[config.mk]
export PLATFORM = sky130hd
export DESIGN_NAME = modbus_rtu_response_receiver
export DESIGN_NICKNAME = d
export VERILOG_FILES = /design/src/rtl/core/mrr_pkg.sv /design/src/rtl/core/mrr_fifo.sv /design/src/rtl/core/mrr_front.sv /design/src/rtl/core/mrr_back.sv /design/src/rtl/core/modbus_rtu_response_receiver.sv
export SDC_FILE = /design/constraint.sdc
export NUM_CORES = 1
export LEC_CHECK = 0
export BUFFER_PORTS_ARGS = -buffer_cell sky130_fd_sc_hd__buf_2
export CAP_MARGIN = 25
export CORE_MARGIN = 10
export CORE_UTILIZATION = 55
export DETAILED_ROUTE_END_ITERATION = 16
export GPL_ROUTABILITY_DRIVEN = 0
export PLACE_DENSITY = 0.77
export SYNTH_ARGS = -nofsm -noshare
export SYNTH_HDL_FRONTEND = slang
export SYNTH_SLANG_ARGS = --single-unit
[constraint.sdc]
create_clock -name clk -period 4.5 [get_ports clk]
set_clock_uncertainty 0.05 [all_clocks]
set_input_delay 0.225 -clock clk [delete_from_list [all_inputs] [get_ports clk]]
set_output_delay 0.225 -clock clk [all_outputs]
set_load 0.05 [all_outputs]
[src/rtl/core/mrr_pkg.sv]
// mrr_pkg: shared types and constants of the modbus rtu response receiver
// payload structs, operation and register codes, command type between front and back
// no dependencies
package mrr_pkg;

    // input operation codes
    localparam logic [1:0] OP_START = 2'd0;
    localparam logic [1:0] OP_BYTE  = 2'd1;
    localparam logic [1:0] OP_TICK  = 2'd2;

    // configuration register indexes
    localparam logic [1:0] CFG_EXPECTED_ADDRESS = 2'd0;
    localparam logic [1:0] CFG_DATA_WORDS       = 2'd1;
    localparam logic [1:0] CFG_TIMEOUT_TICKS    = 2'd2;
    localparam int unsigned CFG_DATA_W = 16;

    // result status codes
    localparam logic [1:0] STATUS_OK        = 2'd0;
    localparam logic [1:0] STATUS_EXCEPTION = 2'd1;
    localparam logic [1:0] STATUS_TOO_SHORT = 2'd2;
    localparam logic [1:0] STATUS_CRC_ERROR = 2'd3;

    // frame constants
    localparam logic [6:0]  MAX_DATA_WORDS   = 7'd125;
    localparam logic [15:0] CRC_INIT         = 16'hFFFF;
    localparam logic [15:0] CRC_POLY         = 16'hA001;
    localparam logic [7:0]  MIN_FRAME_BYTES  = 8'd6;
    localparam logic [7:0]  EXC_DEFAULT_CODE = 8'd3;
    localparam logic [7:0]  FC_WRITE_COIL    = 8'd5;
    localparam logic [7:0]  FC_WRITE_REG     = 8'd6;
    localparam logic [7:0]  FC_WRITE_COILS   = 8'd15;
    localparam logic [7:0]  FC_WRITE_REGS    = 8'd16;

    // reset values of the configuration registers
    localparam logic [7:0]  RST_EXPECTED_ADDRESS = 8'd0;
    localparam logic [6:0]  RST_DATA_WORDS       = 7'd1;
    localparam logic [15:0] RST_TIMEOUT_TICKS    = 16'd10;

    typedef struct packed {
        logic [1:0] operation;
        logic [7:0] rx_byte;
    } in_item_t;

    typedef struct packed {
        logic       byte_valid;
        logic [7:0] byte_value;
        logic [7:0] byte_index;
        logic       done_res;
        logic [1:0] status;
        logic [7:0] exception_code;
    } out_item_t;

    typedef enum logic [1:0] {
        CMD_START,
        CMD_BYTE,
        CMD_TICK
    } cmd_kind_t;

    typedef struct packed {
        cmd_kind_t  kind;
        logic [7:0] data;
    } cmd_t;

endpackage

[src/rtl/core/mrr_fifo.sv]
// mrr_fifo: small register queue used between the stages of the receiver
// generic width and depth, first-word-fall-through read
// no dependencies
module mrr_fifo #(
    parameter int unsigned WIDTH = 16,
    parameter int unsigned DEPTH = 2
) (
    input  logic             clk,
    input  logic             rst_n,
    input  logic             push,
    input  logic [WIDTH-1:0] push_data,
    output logic             full,
    input  logic             pop,
    output logic [WIDTH-1:0] pop_data,
    output logic             empty
);

    localparam int unsigned PTR_W = (DEPTH > 1) ? $clog2(DEPTH) : 1;
    localparam int unsigned CNT_W = $clog2(DEPTH + 1);

    logic [WIDTH-1:0] mem_reg [DEPTH];
    logic [PTR_W-1:0] wr_ptr_reg, wr_ptr_next;
    logic [PTR_W-1:0] rd_ptr_reg, rd_ptr_next;
    logic [CNT_W-1:0] count_reg, count_next;
    logic             do_push, do_pop;

    assign full     = (count_reg == CNT_W'(DEPTH));
    assign empty    = (count_reg == '0);
    assign do_push  = push && !full;
    assign do_pop   = pop && !empty;
    assign pop_data = mem_reg[rd_ptr_reg];

    always_comb
    begin
        wr_ptr_next = wr_ptr_reg;
        rd_ptr_next = rd_ptr_reg;
        if (do_push)
        begin
            wr_ptr_next = (wr_ptr_reg == PTR_W'(DEPTH - 1)) ? '0 : wr_ptr_reg + PTR_W'(1);
        end
        if (do_pop)
        begin
            rd_ptr_next = (rd_ptr_reg == PTR_W'(DEPTH - 1)) ? '0 : rd_ptr_reg + PTR_W'(1);
        end
        case ({do_push, do_pop})
            2'b10:   count_next = count_reg + CNT_W'(1);
            2'b01:   count_next = count_reg - CNT_W'(1);
            default: count_next = count_reg;
        endcase
    end

    always_ff @(posedge clk or negedge rst_n)
    begin
        if (!rst_n)
        begin
            wr_ptr_reg <= '0;
            rd_ptr_reg <= '0;
            count_reg  <= '0;
        end
        else
        begin
            wr_ptr_reg <= wr_ptr_next;
            rd_ptr_reg <= rd_ptr_next;
            count_reg  <= count_next;
        end
    end

    always_ff @(posedge clk)
    begin
        if (do_push)
        begin
            mem_reg[wr_ptr_reg] <= push_data;
        end
    end

endmodule

[src/rtl/core/mrr_front.sv]
// mrr_front: accepts input transactions and classifies them into commands
// unused operation codes are dropped here and never reach the back end
// depends on mrr_pkg
module mrr_front (
    input  logic              push,
    input  mrr_pkg::in_item_t item,
    output logic              full,
    input  logic              cmd_full,
    output logic              cmd_push,
    output mrr_pkg::cmd_t     cmd
);

    assign full = cmd_full;

    always_comb
    begin
        cmd.data = item.rx_byte;
        cmd.kind = mrr_pkg::CMD_TICK;
        cmd_push = push;
        case (item.operation)
            mrr_pkg::OP_START: cmd.kind = mrr_pkg::CMD_START;
            mrr_pkg::OP_BYTE:  cmd.kind = mrr_pkg::CMD_BYTE;
            mrr_pkg::OP_TICK:  cmd.kind = mrr_pkg::CMD_TICK;
            default:           cmd_push = 1'b0;
        endcase
    end

endmodule

[src/rtl/core/mrr_back.sv]
// mrr_back: frame state machine, incremental crc-16 and result generation
// holds the configuration registers; runs one command per cycle while the result queue has room
// depends on mrr_pkg
module mrr_back (
    input  logic                       clk,
    input  logic                       rst_n,
    input  logic                       cfg_we,
    input  logic [1:0]                 cfg_index,
    input  logic [mrr_pkg::CFG_DATA_W-1:0] cfg_data,
    input  logic                       cmd_empty,
    input  mrr_pkg::cmd_t              cmd,
    output logic                       cmd_pop,
    input  logic                       res_full,
    output logic                       res_push,
    output mrr_pkg::out_item_t         res
);

    logic [7:0]  expected_address_reg;
    logic [6:0]  data_words_reg;
    logic [15:0] timeout_ticks_reg;

    logic        active_reg, active_next;
    logic [7:0]  byte_count_reg, byte_count_next;
    logic [7:0]  function_byte_reg, function_byte_next;
    logic        long_header_reg, long_header_next;
    logic [15:0] crc_reg, crc_next;
    logic [15:0] idle_ticks_reg, idle_ticks_next;

    logic [15:0] crc_byte;
    logic [7:0]  count_inc;
    logic [6:0]  words;
    logic [8:0]  frame_len;
    logic [7:0]  limit;
    logic [15:0] tick_limit;
    logic        run;

    function automatic logic [15:0] crc_update(input logic [15:0] crc, input logic [7:0] b);
        logic [15:0] c;
        c = crc ^ {8'h00, b};
        for (int k = 0; k < 8; k++)
        begin
            c = c[0] ? ((c >> 1) ^ mrr_pkg::CRC_POLY) : (c >> 1);
        end
        return c;
    endfunction

    assign run     = !cmd_empty && !res_full;
    assign cmd_pop = run;

    assign crc_byte   = crc_update(crc_reg, cmd.data);
    assign count_inc  = byte_count_reg + 8'd1;
    assign words      = (data_words_reg > mrr_pkg::MAX_DATA_WORDS) ? mrr_pkg::MAX_DATA_WORDS
                                                                   : data_words_reg;
    assign frame_len  = {1'b0, words, 1'b0} + (long_header_next ? 9'd6 : 9'd5);
    assign limit      = frame_len[8] ? 8'd255 : frame_len[7:0];
    assign tick_limit = (timeout_ticks_reg == 16'd0) ? 16'd1 : timeout_ticks_reg;

    always_comb
    begin
        active_next        = active_reg;
        byte_count_next    = byte_count_reg;
        function_byte_next = function_byte_reg;
        long_header_next   = long_header_reg;
        crc_next           = crc_reg;
        idle_ticks_next    = idle_ticks_reg;
        res_push           = 1'b0;
        res                = '0;
        if (run)
        begin
            case (cmd.kind)
                mrr_pkg::CMD_START:
                begin
                    active_next        = 1'b1;
                    byte_count_next    = '0;
                    function_byte_next = '0;
                    long_header_next   = 1'b0;
                    crc_next           = mrr_pkg::CRC_INIT;
                    idle_ticks_next    = '0;
                end
                mrr_pkg::CMD_BYTE:
                begin
                    if (active_reg)
                    begin
                        idle_ticks_next = '0;
                        // leading bytes are dropped until the slave address shows up
                        if (byte_count_reg != 8'd0 || cmd.data == expected_address_reg)
                        begin
                            res_push        = 1'b1;
                            res.byte_valid  = 1'b1;
                            res.byte_value  = cmd.data;
                            res.byte_index  = byte_count_reg;
                            crc_next        = crc_byte;
                            byte_count_next = count_inc;
                            if (count_inc == 8'd2)
                            begin
                                function_byte_next = cmd.data;
                            end
                            if (count_inc == 8'd3 && function_byte_reg[7])
                            begin
                                active_next        = 1'b0;
                                res.done_res       = 1'b1;
                                res.status         = mrr_pkg::STATUS_EXCEPTION;
                                res.exception_code = (cmd.data == 8'd0) ? mrr_pkg::EXC_DEFAULT_CODE
                                                                        : cmd.data;
                            end
                            else
                            begin
                                if (count_inc == 8'd3 &&
                                    (function_byte_reg == mrr_pkg::FC_WRITE_COIL  ||
                                     function_byte_reg == mrr_pkg::FC_WRITE_REG   ||
                                     function_byte_reg == mrr_pkg::FC_WRITE_COILS ||
                                     function_byte_reg == mrr_pkg::FC_WRITE_REGS))
                                begin
                                    long_header_next = 1'b1;
                                end
                                if (count_inc >= limit)
                                begin
                                    active_next  = 1'b0;
                                    res.done_res = 1'b1;
                                    if (count_inc < mrr_pkg::MIN_FRAME_BYTES)
                                        res.status = mrr_pkg::STATUS_TOO_SHORT;
                                    else if (crc_byte == 16'd0)
                                        res.status = mrr_pkg::STATUS_OK;
                                    else
                                        res.status = mrr_pkg::STATUS_CRC_ERROR;
                                end
                            end
                        end
                    end
                end
                mrr_pkg::CMD_TICK:
                begin
                    if (active_reg)
                    begin
                        if (idle_ticks_reg != 16'hFFFF)
                        begin
                            idle_ticks_next = idle_ticks_reg + 16'd1;
                        end
                        if (idle_ticks_next >= tick_limit)
                        begin
                            active_next  = 1'b0;
                            res_push     = 1'b1;
                            res.done_res = 1'b1;
                            if (byte_count_reg < mrr_pkg::MIN_FRAME_BYTES)
                                res.status = mrr_pkg::STATUS_TOO_SHORT;
                            else if (crc_reg == 16'd0)
                                res.status = mrr_pkg::STATUS_OK;
                            else
                                res.status = mrr_pkg::STATUS_CRC_ERROR;
                        end
                    end
                end
                default:
                begin
                    active_next = active_reg;
                end
            endcase
        end
    end

    always_ff @(posedge clk or negedge rst_n)
    begin
        if (!rst_n)
        begin
            expected_address_reg <= mrr_pkg::RST_EXPECTED_ADDRESS;
            data_words_reg       <= mrr_pkg::RST_DATA_WORDS;
            timeout_ticks_reg    <= mrr_pkg::RST_TIMEOUT_TICKS;
            active_reg           <= 1'b0;
            byte_count_reg       <= '0;
            function_byte_reg    <= '0;
            long_header_reg      <= 1'b0;
            crc_reg              <= mrr_pkg::CRC_INIT;
            idle_ticks_reg       <= '0;
        end
        else
        begin
            if (cfg_we)
            begin
                case (cfg_index)
                    mrr_pkg::CFG_EXPECTED_ADDRESS: expected_address_reg <= cfg_data[7:0];
                    mrr_pkg::CFG_DATA_WORDS:       data_words_reg       <= cfg_data[6:0];
                    mrr_pkg::CFG_TIMEOUT_TICKS:    timeout_ticks_reg    <= cfg_data;
                    default:                       data_words_reg       <= data_words_reg;
                endcase
            end
            active_reg        <= active_next;
            byte_count_reg    <= byte_count_next;
            function_byte_reg <= function_byte_next;
            long_header_reg   <= long_header_next;
            crc_reg           <= crc_next;
            idle_ticks_reg    <= idle_ticks_next;
        end
    end

endmodule

[src/rtl/core/modbus_rtu_response_receiver.sv]
// modbus_rtu_response_receiver: top level of the modbus rtu response receiver
// joins front end, command queue, back end and result queue
// depends on mrr_pkg, mrr_fifo, mrr_front, mrr_back
//
// input channel: push/full with item (operation, rx_byte); start, received byte
// or timer tick. a transaction completes on a rising edge with push high, full low.
// result channel: empty/pop with result; the oldest result is shown while empty
// is low and leaves on a rising edge with pop high.
// a start arms reception; bytes before the slave address are dropped; every
// stored byte gives one result with its index, and the last one also carries
// done_res with the frame status. a timeout gives a done-only result.
// configuration: cfg_we, cfg_index, cfg_data, to be written only while idle; the block does not enforce it.
// path: a taken item is registered in the command queue, the back end turns it into any
// result, which is registered in the result queue and can be popped from there.
// throughput: one item per cycle while the result queue has room, set by the
// one-command-per-cycle back end with the crc-16 byte update done combinationally.
// stalls: when pop stays low the result queue fills, the back end holds, then the
// command queue fills and full rises; nothing is lost.
// reset: queues empty, receiver idle, registers at their reset values.
module modbus_rtu_response_receiver #(
    parameter int unsigned QUEUE_DEPTH = 2
) (
    input  logic                           clk,
    input  logic                           rst_n,
    input  logic                           push,
    input  mrr_pkg::in_item_t              item,
    output logic                           full,
    output logic                           empty,
    input  logic                           pop,
    output mrr_pkg::out_item_t             result,
    input  logic                           cfg_we,
    input  logic [1:0]                     cfg_index,
    input  logic [mrr_pkg::CFG_DATA_W-1:0] cfg_data
);

    localparam int unsigned CMD_W = $bits(mrr_pkg::cmd_t);
    localparam int unsigned RES_W = $bits(mrr_pkg::out_item_t);

    logic               cmd_push, cmd_full, cmd_empty, cmd_pop;
    mrr_pkg::cmd_t      cmd_in, cmd_out;
    logic               res_push, res_full;
    mrr_pkg::out_item_t res_in;

    mrr_front u_front (
        .push     (push),
        .item     (item),
        .full     (full),
        .cmd_full (cmd_full),
        .cmd_push (cmd_push),
        .cmd      (cmd_in)
    );

    mrr_fifo #(
        .WIDTH (CMD_W),
        .DEPTH (QUEUE_DEPTH)
    ) u_cmd_q (
        .clk       (clk),
        .rst_n     (rst_n),
        .push      (cmd_push),
        .push_data (cmd_in),
        .full      (cmd_full),
        .pop       (cmd_pop),
        .pop_data  (cmd_out),
        .empty     (cmd_empty)
    );

    mrr_back u_back (
        .clk       (clk),
        .rst_n     (rst_n),
        .cfg_we    (cfg_we),
        .cfg_index (cfg_index),
        .cfg_data  (cfg_data),
        .cmd_empty (cmd_empty),
        .cmd       (cmd_out),
        .cmd_pop   (cmd_pop),
        .res_full  (res_full),
        .res_push  (res_push),
        .res       (res_in)
    );

    mrr_fifo #(
        .WIDTH (RES_W),
        .DEPTH (QUEUE_DEPTH)
    ) u_res_q (
        .clk       (clk),
        .rst_n     (rst_n),
        .push      (res_push),
        .push_data (res_in),
        .full      (res_full),
        .pop       (pop),
        .pop_data  (result),
        .empty     (empty)
    );

endmodule

Word-level counts from Yosys, hierarchy flattened

Memories as Yosys holds them, arrays and structs flattened.
Cells that the tools add are included.

Memories kept: 2
Memory bits (writable): 76
Flip-flop bits (word level): 89
Output and inout port bits: 30
Logic and storage cells: 179
Bits in latches: 0
Input bits: 33
ROM bits: 0

Memory list:

| name            | depth | bits a word | read ports | clocked after memory_dff | wr ports | line           | RTL |
|---|---|---|---|---|---|---|---|
| u_res_q.mem_reg | 2     | 28          | 1          | 0                        | 1        | mrr_fifo.sv:21 | `logic [WIDTH-1:0] mem_reg [DEPTH];` |
| u_cmd_q.mem_reg | 2     | 10          | 1          | 0                        | 1        | mrr_fifo.sv:21 |  |

Reduce and logical (&&, ||, !) cells: 37
Bitwise logic cells: 9
Magnitude comparators: 5
Multiply operators: 0
Muxes and demuxes: 76
Eq/ne operators: 24
Shift-type cells: 0
Div/mod/pow operators: 0
Add/sub/neg operators: 11

Operators by type and width:

| operator                                                    | number |
|---|---|
| two-way mux 16 bit                                          | 17 |
| two-way mux 28 bit                                          | 3 |
| two-way mux 8 bit                                           | 9 |
| zero test 16 bit                                            | 3 |
| one-hot mux 16 bit (3 select lines)                         | 1 |
| one-hot mux 16 bit (2 select lines)                         | 1 |
| one-hot mux 8 bit (2 select lines)                          | 2 |
| two-way mux 1 bit                                           | 25 |
| inverter 2 -> 3 bit                                         | 8 |
| two-way mux 17 bit                                          | 1 |
| adder 16 x 1 -> 16 bit (second input constant)              | 1 |
| equality test 8 x 2 -> 1 bit (second input constant)        | 2 |
| equality test 8 x 3 -> 1 bit (second input constant)        | 2 |
| greater-or-equal comparator 16 bit                          | 1 |
| less-than comparator 8 x 3 -> 1 bit (second input constant) | 2 |
| != test 16 bit (second input constant)                      | 1 |
| bitwise XOR 16 x 8 -> 16 bit                                | 1 |
| equality test 2 bit (second input constant)                 | 7 |
| two-way mux 3 bit                                           | 4 |
| one-hot mux 2 bit (2 select lines)                          | 3 |
| equality test 2 x 1 -> 1 bit (second input constant)        | 5 |
| zero test 2 bit                                             | 5 |
| two-way mux 2 bit                                           | 5 |
| adder 8 x 9 -> 9 bit                                        | 1 |
| 25 further kinds                                            | 52 |

Logic depth before layout (Yosys ltp)

Gate-level depths: netlist of the first run.
An unclocked memory read counts as a cell.

Depth after elaboration: 27
Mapped depth: 21
Gate-level depth less buffers: 21

Hierarchy

Synthesis of the first run repeated with hierarchy kept, for this count alone.

Cell total of the unflattened synthesis: 752
Area total of the unflattened synthesis: 8719.6 µm²

By module, submodules not included:

| module             | times used | seq. area each (µm²) | area each (µm²) | cells an instance |
|---|---|---|---|---|
| mrr_back           | 1          | 2050.7               | 5452.7          | 586 |
| mrr_fifo (u_res_q) | 1          | 1781.7               | 2264.7          | 105 |
| mrr_fifo (u_cmd_q) | 1          | 700.7                | 917.1           | 49 |
| mrr_front          | 1          | 0.0                  | 85.1            | 12 |

Worst setup path before layout of the first run

OpenSTA, ideal clock, no wires.

Path kind: reg-to-reg
Start point: register u_back.idle_ticks_reg[6]
End point: memory u_res_q.mem_reg[0][0] (netlist name) (enable)
Slack: -52 ps
Clock period less this slack: 4552 ps
Arrival: 4085 ps
Stages on the path, launching flop included: 14
Path buffers: 1
Required time: 4034 ps
Setup time: 416 ps
Cells stage by stage: dfrtp_1 and3_1 and3_1 and4_1 nand2_1 clkbuf_1 mux2_2 ha_1 a211oi_1 o211ai_1 a31oi_1 nand2_1 and4_4 nor2b_1

Longest elaborated chain between the ends: 13
Elaborated cells between the ends (all ways): 14
Those cells by class: add/sub: 1; order compare: 1; eq/ne: 1; mux: 10; reduce/logical: 1

Ends and longest elaborated chain:

| what                                                     | line                             | RTL |
|---|---|---|
| start, declared                                          | mrr_back.sv:27                   | `logic [15:0] idle_ticks_reg, idle_ticks_next;` |
| start signal, assigned                                   | mrr_back.sv:191                  | `idle_ticks_reg <= idle_ticks_next;` |
| adder 16 x 1 -> 16 bit or != test 16 bit (tied branches) | mrr_back.sv:137, mrr_back.sv:135 |  |
| two-way mux 16 bit *                                     | mrr_back.sv:135                  | `if (idle_ticks_reg != 16'hFFFF)` |
| two-way mux 16 bit *                                     | mrr_back.sv:133                  | `if (active_reg)` |
| two-way mux 16 bit *                                     | mrr_back.sv:70                   | `case (cmd.kind)` |
| two-way mux 16 bit *                                     | mrr_back.sv:68                   | `if (run)` |
| greater-or-equal comparator 16 bit *                     | mrr_back.sv:139                  | `if (idle_ticks_next >= tick_limit)` |
| two-way mux 1 bit *                                      | mrr_back.sv:139                  |  |
| two-way mux 1 bit *                                      | mrr_back.sv:133                  |  |
| one-hot mux 1 bit (2 select lines) *                     | mrr_back.sv:70                   |  |
| two-way mux 1 bit *                                      | mrr_back.sv:68                   |  |
| logical AND 1 bit *                                      | mrr_fifo.sv:29                   | `assign do_push = push && !full;` |
| two-way mux 1 bit *                                      | mrr_fifo.sv:70                   | `if (do_push)` |
| two-way mux 1 bit (implied by the code) *                | mrr_fifo.sv:72                   | `mem_reg[wr_ptr_reg] <= push_data;` |
| end, declared                                            | mrr_fifo.sv:21                   |  |

Mark *: on every way between the ends. The rest lies on a longest branch, timed or not. The select of a mux whose other input is x is not followed.

==> results.md, run 1 <==
- Routed Wire Length: 18840 um
- Reported leakage power: 4.149 nW
- Min Hold Slack: 0.03415 ns
- Peak supply drop: 0.0002926 V
- Port Buf Inserts: 62
- Worst Max-Slew Pin Slew: 0.8939 ns
- Min Tclk post-route: 4.345 ns
- Slowest Stage Delay on Critical Path: 0.56 ns
- Slowest CP cell: or4b_4
- Cells after Synth: 722
- WP data required: 4.62 ns
- Post-route DRC violation count: 0
- Clock Latency Late Sink: 0.43 ns
- Synthesis-to-layout area growth: 18.17%
- Antenna viol nets, final: 0
- Asr flop ratio synth: 53.94%
- Die Y: 145.0 um
- Final nets: 900
- Dpl cell area: 0.009279 mm^2
- Initial antenna violation count: 0
- Top FF cell, synth: edfxtp_1
- Yosys reg bits: 165
- Number of synthesized flops with an enable pin: 76
- Setup Viol. Count Final: 0
- First-pass GRT wire length: 31350 um
- Max-cap violations: 0
- Achievable Freq: 0.2301 GHz
- Row count: 45
- Largest delay share family, worst path: simple AND/OR/NAND/NOR gates
- Via count: 6067
- Num CTS Buffers: 17
- Sequential-to-total area share from yosys stat: 52.75%
- Share of cells above drive strength 1: 28.59%
- Via count of the first global-routing pass: 6337
- Critical Path AT: 4.46 ns
- GR Overflow Total: 0
- CTS sink cnt: 165
- Crit-path cells: or4_4 > or4b_4 > a21oi_4 > nor2_1 > a22o_1 > ha_2 > inv_1 > ha_4 > nor2b_2 > nand4_1 > mux2i_1 > ha_1 > a211oi_2 > nand2_1 > a21oi_1 > a211oi_1 > buf_4 > a31oi_1 > o21ai_1
- Root buffer cell: clkbuf_16
- Startpoint type of the worst setup path: flip-flop
- Hold WC Path Type: in -> reg
- Initial Util: 56.32%
- Worst R2R Start: u_back.byte_count_reg[4]
- H-tree levels: 4
- Warnings from Yosys: 0
- Period utilization: 96.56%
- Chip width: 145.0 um
- Mapped Nets: 792
- Post-synth top area share: 26.56%
- Final HPWL DP: 13510 um
- Synth cell types: 67
- Yosys top cell by area: edfxtp_1
- Clock buffer depth: 2
- Top-level port count: 63
- Cell Pwr Density: 548.4 mW/mm^2
- Max reg flops: 56
- Slew Viols, Final: 0
- # diodes: 0
- Initial DRC Count: 338
- CP endpoint kind: flip-flop
- Design area: 0.01015 mm^2
- Fin. Hold Viols: 0
- All-Layer GR Usage: 17.97%
- Post-Syn Area: 0.008593 mm^2
- Syn Area/Cell: 11.90 um^2
- Core Box Area: 0.01526 mm^2
- CTS tree: built
- DRT Pass-1 Iters: 5
- Post-DR wirelength/cell: 17.87 um
- Area contributors post-synth: edfxtp_1, dfrtp_1, mux2_2
- Die area: 0.02102 mm^2
- Largest net degree at the start of global routing: 49
- CTS clk-pin slew, worst paths: 0.06 ns
- Rel. slew slack: 39.96%
- HP Start: cfg_data[3]
- Crit Path Category: reg -> reg
- Vias per inst: 5.756
- Status: completed
- CP max FO: 8
- Worst Path Buf+Inv: 2
- Critical Path Start: u_back.byte_count_reg[4]
==> cell usage after synthesis, drive strengths merged, types with 3 or more instances <==
cell type and number:
a22o 7, nor2b 12, nand2b 7, and2 7
a21o 3, mux2 61, ha 37, dfrtp 70
clkbuf 14, a211oi 5, nand3b 12, nor2 53
buf 7, edfxtp 76, inv 34, o21ai 29
mux2i 14, o21a 9, o211ai 3, and3 9
nor3 9, nand3 14, or3 5, dfstp 19
nand4 12, xor2 10, and4 4, or2 3
nor3b 3, o22a 8, a21oi 29, nand2 45
xnor2 49, nor4 11, a31oi 9
==> power breakdown <==
part | switching, mW | internal [mW] | total (mW) | leakage [nW]
Sequential | 0.172 | 1.79 | 1.96 | 1.80
Clock | 0.625 | 0.778 | 1.40 | 0.271
Combinational | 1.37 | 0.835 | 2.21 | 2.08
Total | 2.17 | 3.40 | 5.57 | 4.15
==> final cells by class <==
class	count	area, um^2
fill	1082	5104
sequential	165	4538
multi-input combinational	502	3915
timing repair buffer	110	738.2
clock buffer	18	429.2
tap	211	264.0
clock inverter	14	142.6
inverter	34	127.6
==> what timing repair did <==
action                     CTS  global route
setup endpoints to repair    6             7
pin swaps                    2             8
hold buffers                19             0
setup buffers                1             2
gates cloned                 0             0
gates resized for setup      3            16
hold endpoints to repair    68             0
==> metal layers <==
layer	GRT usage [%]	vias up	share of wire, %	wire length [um]
met5	0	-	0	0
met4	6.639	0	1.6	296
met3	3.974	24	4.3	805
met2	30.26	150	50	9398
met1	22.11	3033	44	8337
li1	-	2860	-	-
==> cells in the final DEF (no fill, tap or decap), types with 14 or more instances in the layout <==
master	count
a21oi_1	28
buf_2	62
buf_4	27
clkbuf_16	17
dfrtp_1	66
dfstp_2	19
dlygate4sd3_1	19
edfxtp_1	76
ha_1	34
inv_1	33
mux2_2	61
nand2_1	43
nand3_1	14
nor2_1	52
o21ai_0	17
xnor2_1	47
==> final timing paths <==
path	end	slack, ns	depth (start not counted)
min reg2reg	u_cmd_q.wr_ptr_reg	0.46	1
max reg2reg	u_res_q.mem_reg[1][8]	0.15	19
max	u_res_q.mem_reg[1][8]	0.15	19
min in group asynchronous	u_back.idle_ticks_reg[13]	0.30	2
min	u_back.expected_address_reg[3]	0.03	2
max in group asynchronous	u_cmd_q.rd_ptr_reg	3.03	3
==> stage by stage <==
stage               TNS (ns)  util, %  setup WS [ns]  std cells  power (mW)
finish                     0    66.55         0.1550       1054       5.569
global route        -0.06783    66.55       -0.02297       1054       5.856
CTS                        0    65.99       0.003645       1051       5.582
detailed placement   -0.2289    60.81        -0.1022        999       4.154
global placement           0    60.71         0.2048        998       4.066
floorplan                  0        -         0.1969        722       3.580
==> cell families (layout without fill, tap and decap cells) <==
| family | after synthesis | count (layout) | share of synthesized area (%) |
|---|---|---|---|
| buffers and inverters | 55 | 176 | 2.664 |
| xor gates and xnor gates | 59 | 59 | 6.013 |
| AOI/OAI and AO/OA | 119 | 119 | 9.333 |
| and+or+nand+nor | 212 | 212 | 13.61 |
| DFF | 165 | 165 | 52.75 |
| muxes | 75 | 75 | 10.24 |
| adders and majority gates | 37 | 37 | 5.387 |
(Power assumes the default switching activity.)
==> run 2: changes to the inputs <==
- PLACE_DENSITY: 0.77 -> 0.74
- clock period: 4.5 -> 5 ns (I/O delays scaled with it)
==> results.md, run 2 (synthesis gave the netlist of run 1 again) <==
- Worst R2R Start: u_back.byte_count_reg[0]
- DRT Pass-1 Iters: 5 (unchanged)
- Power consumption: 4.980 mW (-11%)
- CTS sink cnt: 165 (unchanged)
- Initial DRC Count: 327 (-3.3%)
- Initial antenna violation count: 0 (unchanged)
- Vias per inst: 5.714 (-0.73%)
- Peak supply drop: 0.0004400 V (+50%)
- Core Box Area: 0.01526 mm^2 (unchanged)
- Largest net degree at the start of global routing: 64 (+31%)
- Most common cell after layout, fill and taps aside: edfxtp_1
- Die Y: 145.0 um (unchanged)
- Max reg flops: 56 (unchanged)
- CP endpoint kind: flip-flop
- CP max FO: 8 (unchanged)
- Hold WC Path Type: in -> reg
- All-Layer GR Usage: 18.33% (+0.35 points)
- Worst Path Buf+Inv: 2 (unchanged)
- Slew Viols, Final: 0 (unchanged)
- CTS clk-pin slew, worst paths: 0.07 ns (about the same)
- WP data required: 5.11 ns (+0.49 ns)
- Setup_tns: 0 ns (unchanged)
- Worst Max-Slew Pin Slew: 0.9039 ns (+0.009998 ns)
- Die area: 0.02102 mm^2 (unchanged)
- Fin cells: 1042 (-1.1%)
- Antenna viol nets, final: 0 (unchanged)
- Fin. Hold Viols: 0 (unchanged)
- Via count of the first global-routing pass: 6239 (-1.5%)
- Most common cell on crit path: ha_1
- Most frequent cells in the layout: edfxtp_1, dfrtp_1, buf_2
- CTS tree: built
- Chip width: 145.0 um (unchanged)
- HP Start: cfg_data[0]
- Rel. slew slack: 39.29% (-0.67 points)
- Max-cap violations: 0 (unchanged)
- Initial Util: 56.32% (unchanged)
- Reported leakage power: 4.073 nW (-1.8%)
- Final nets: 888 (-1.3%)
- Critical Path Start: u_back.byte_count_reg[0]
- Post-route DRC violation count: 0 (unchanged)
- Routed Wire Length: 19120 um (+1.5%)
- Min Hold Slack: 0.02317 ns (-0.01098 ns)
- Port Buf Inserts: 62 (unchanged)
- Share of cells above drive strength 1: 26.47% (-2.1 points)
- Row count: 45 (unchanged)
- Critical Path AT: 4.72 ns (+0.26 ns)
- Crit Path Category: reg -> reg
- Setup Viol. Count Final: 0 (unchanged)
- Slowest Stage Delay on Critical Path: 0.48 ns (-0.08 ns)
- Status: completed
- Achievable Freq: 0.2167 GHz (-5.8%)
- Via count: 5954 (-1.9%)
- First-pass GRT wire length: 31650 um (+0.97%)
- Root buffer cell: clkbuf_16
- Clock Latency Late Sink: 0.44 ns (about the same)
- Cell Pwr Density: 499.2 mW/mm^2 (-9.0%)
- # diodes: 0 (unchanged)
- Design area: 0.009976 mm^2 (-1.8%)
- Top-level port count: 63 (unchanged)
- Placed cells: 990 (-0.90%)
- Post-DR wirelength/cell: 18.35 um (+2.7%)
- RSZ-0062 raised after global routing: false
- Crit-path cells: ha_1 > a311oi_1 > a31oi_1 > nor4_2 > nand4_1 > nor4bb_2 > a22o_1 > ha_1 > inv_1 > ha_1 > nor2b_1 > nand4_1 > mux2i_1 > ha_1 > a211oi_1 > nand2_1 > a21oi_1 > a211oi_2 > buf_4 > a31oi_1 > o21ai_0
- GR Overflow Total: 0 (unchanged)
- Clock buffer depth: 2 (unchanged)
- Period utilization: 92.30% (-4.3 points)
- Min Tclk post-route: 4.615 ns (+0.2699 ns)
- Synthesis-to-layout area growth: 16.09%
- Startpoint type of the worst setup path: flip-flop
- Num CTS Buffers: 17 (unchanged)
- Largest delay share family, worst path: compound AO/OA/AOI/OAI gates
- H-tree levels: 4 (unchanged)
- Final HPWL DP: 13520 um (about the same)
- Slowest CP cell: dfrtp_1
- Dpl cell area: 0.009189 mm^2 (-0.97%)
==> run 2: cell count changes in the layout (fill, tap and decap cells not counted), sizes merged <==
cell / before / now
clkinvlp: 3 / 2
inv: 41 / 44
dlygate4sd3: 19 / 18
clkinv: 3 / 2
bufinv: 1 / 0
buf: 91 / 80
==> run 2: worst paths after layout <==
path | slack (ns) | cells past startpoint | to
setup / recovery | 0.39 | 21 | u_res_q.mem_reg[0][8]
hold / removal | 0.02 | 2 | u_back.timeout_ticks_reg[0]
setup reg to reg | 0.39 | 21 | u_res_q.mem_reg[0][8]
hold reg to reg | 0.46 | 1 | u_res_q.rd_ptr_reg
max in group asynchronous | 3.55 | 3 | u_back.byte_count_reg[7]
min in group asynchronous | 0.21 | 2 | u_cmd_q.wr_ptr_reg
==> run 2: layout make-up <==
class	instances	area, um^2
Sequential cell	165	4533
Fill cell	1138	5283
Clock inverter	14	135.1
Inverter	34	127.6
Clock buffer	18	439.2
Tap cell	211	264.0
Timing Repair Buffer	98	625.6
Multi-Input combinational cell	502	3851
==> run 2: through the flow <==
stage,worst slack (ns),util (%)
finish,0.3851,65.38
CTS,0.05165,65.17
global route,0.01850,65.38
global placement,0.3009,60.19
floorplan,0.4484,-
detailed placement,0.1235,60.22
==> run 2: what timing repair did <==
action                                 in CTS  in global routing
setup endpoints to repair                   0                  7
endpoints found under the hold margin      52                  0
resized for setup                           0                  3
hold buffers                               18                  0
buffers inserted                            0                  2
==> run 2: routing by layer <==
metal | wire length [um] | vias to the layer above | part of all wire [%] | track usage, %
met1 | 8222 | 2933 | 43 | 22.21
met5 | 0 | - | 0 | 0
li1 | - | 2826 | - | -
met4 | 378 | 0 | 2.0 | 7.406
met2 | 9559 | 161 | 50 | 30.35
met3 | 959 | 34 | 5.0 | 4.843
==> run 2: where the power goes <==
| group | switching (mW) | internal (mW) |
|---|---|---|
| combinational | 1.26 | 0.716 |
| sequential | 0.131 | 1.61 |
| clock | 0.587 | 0.673 |
| total | 1.98 | 3.00 |
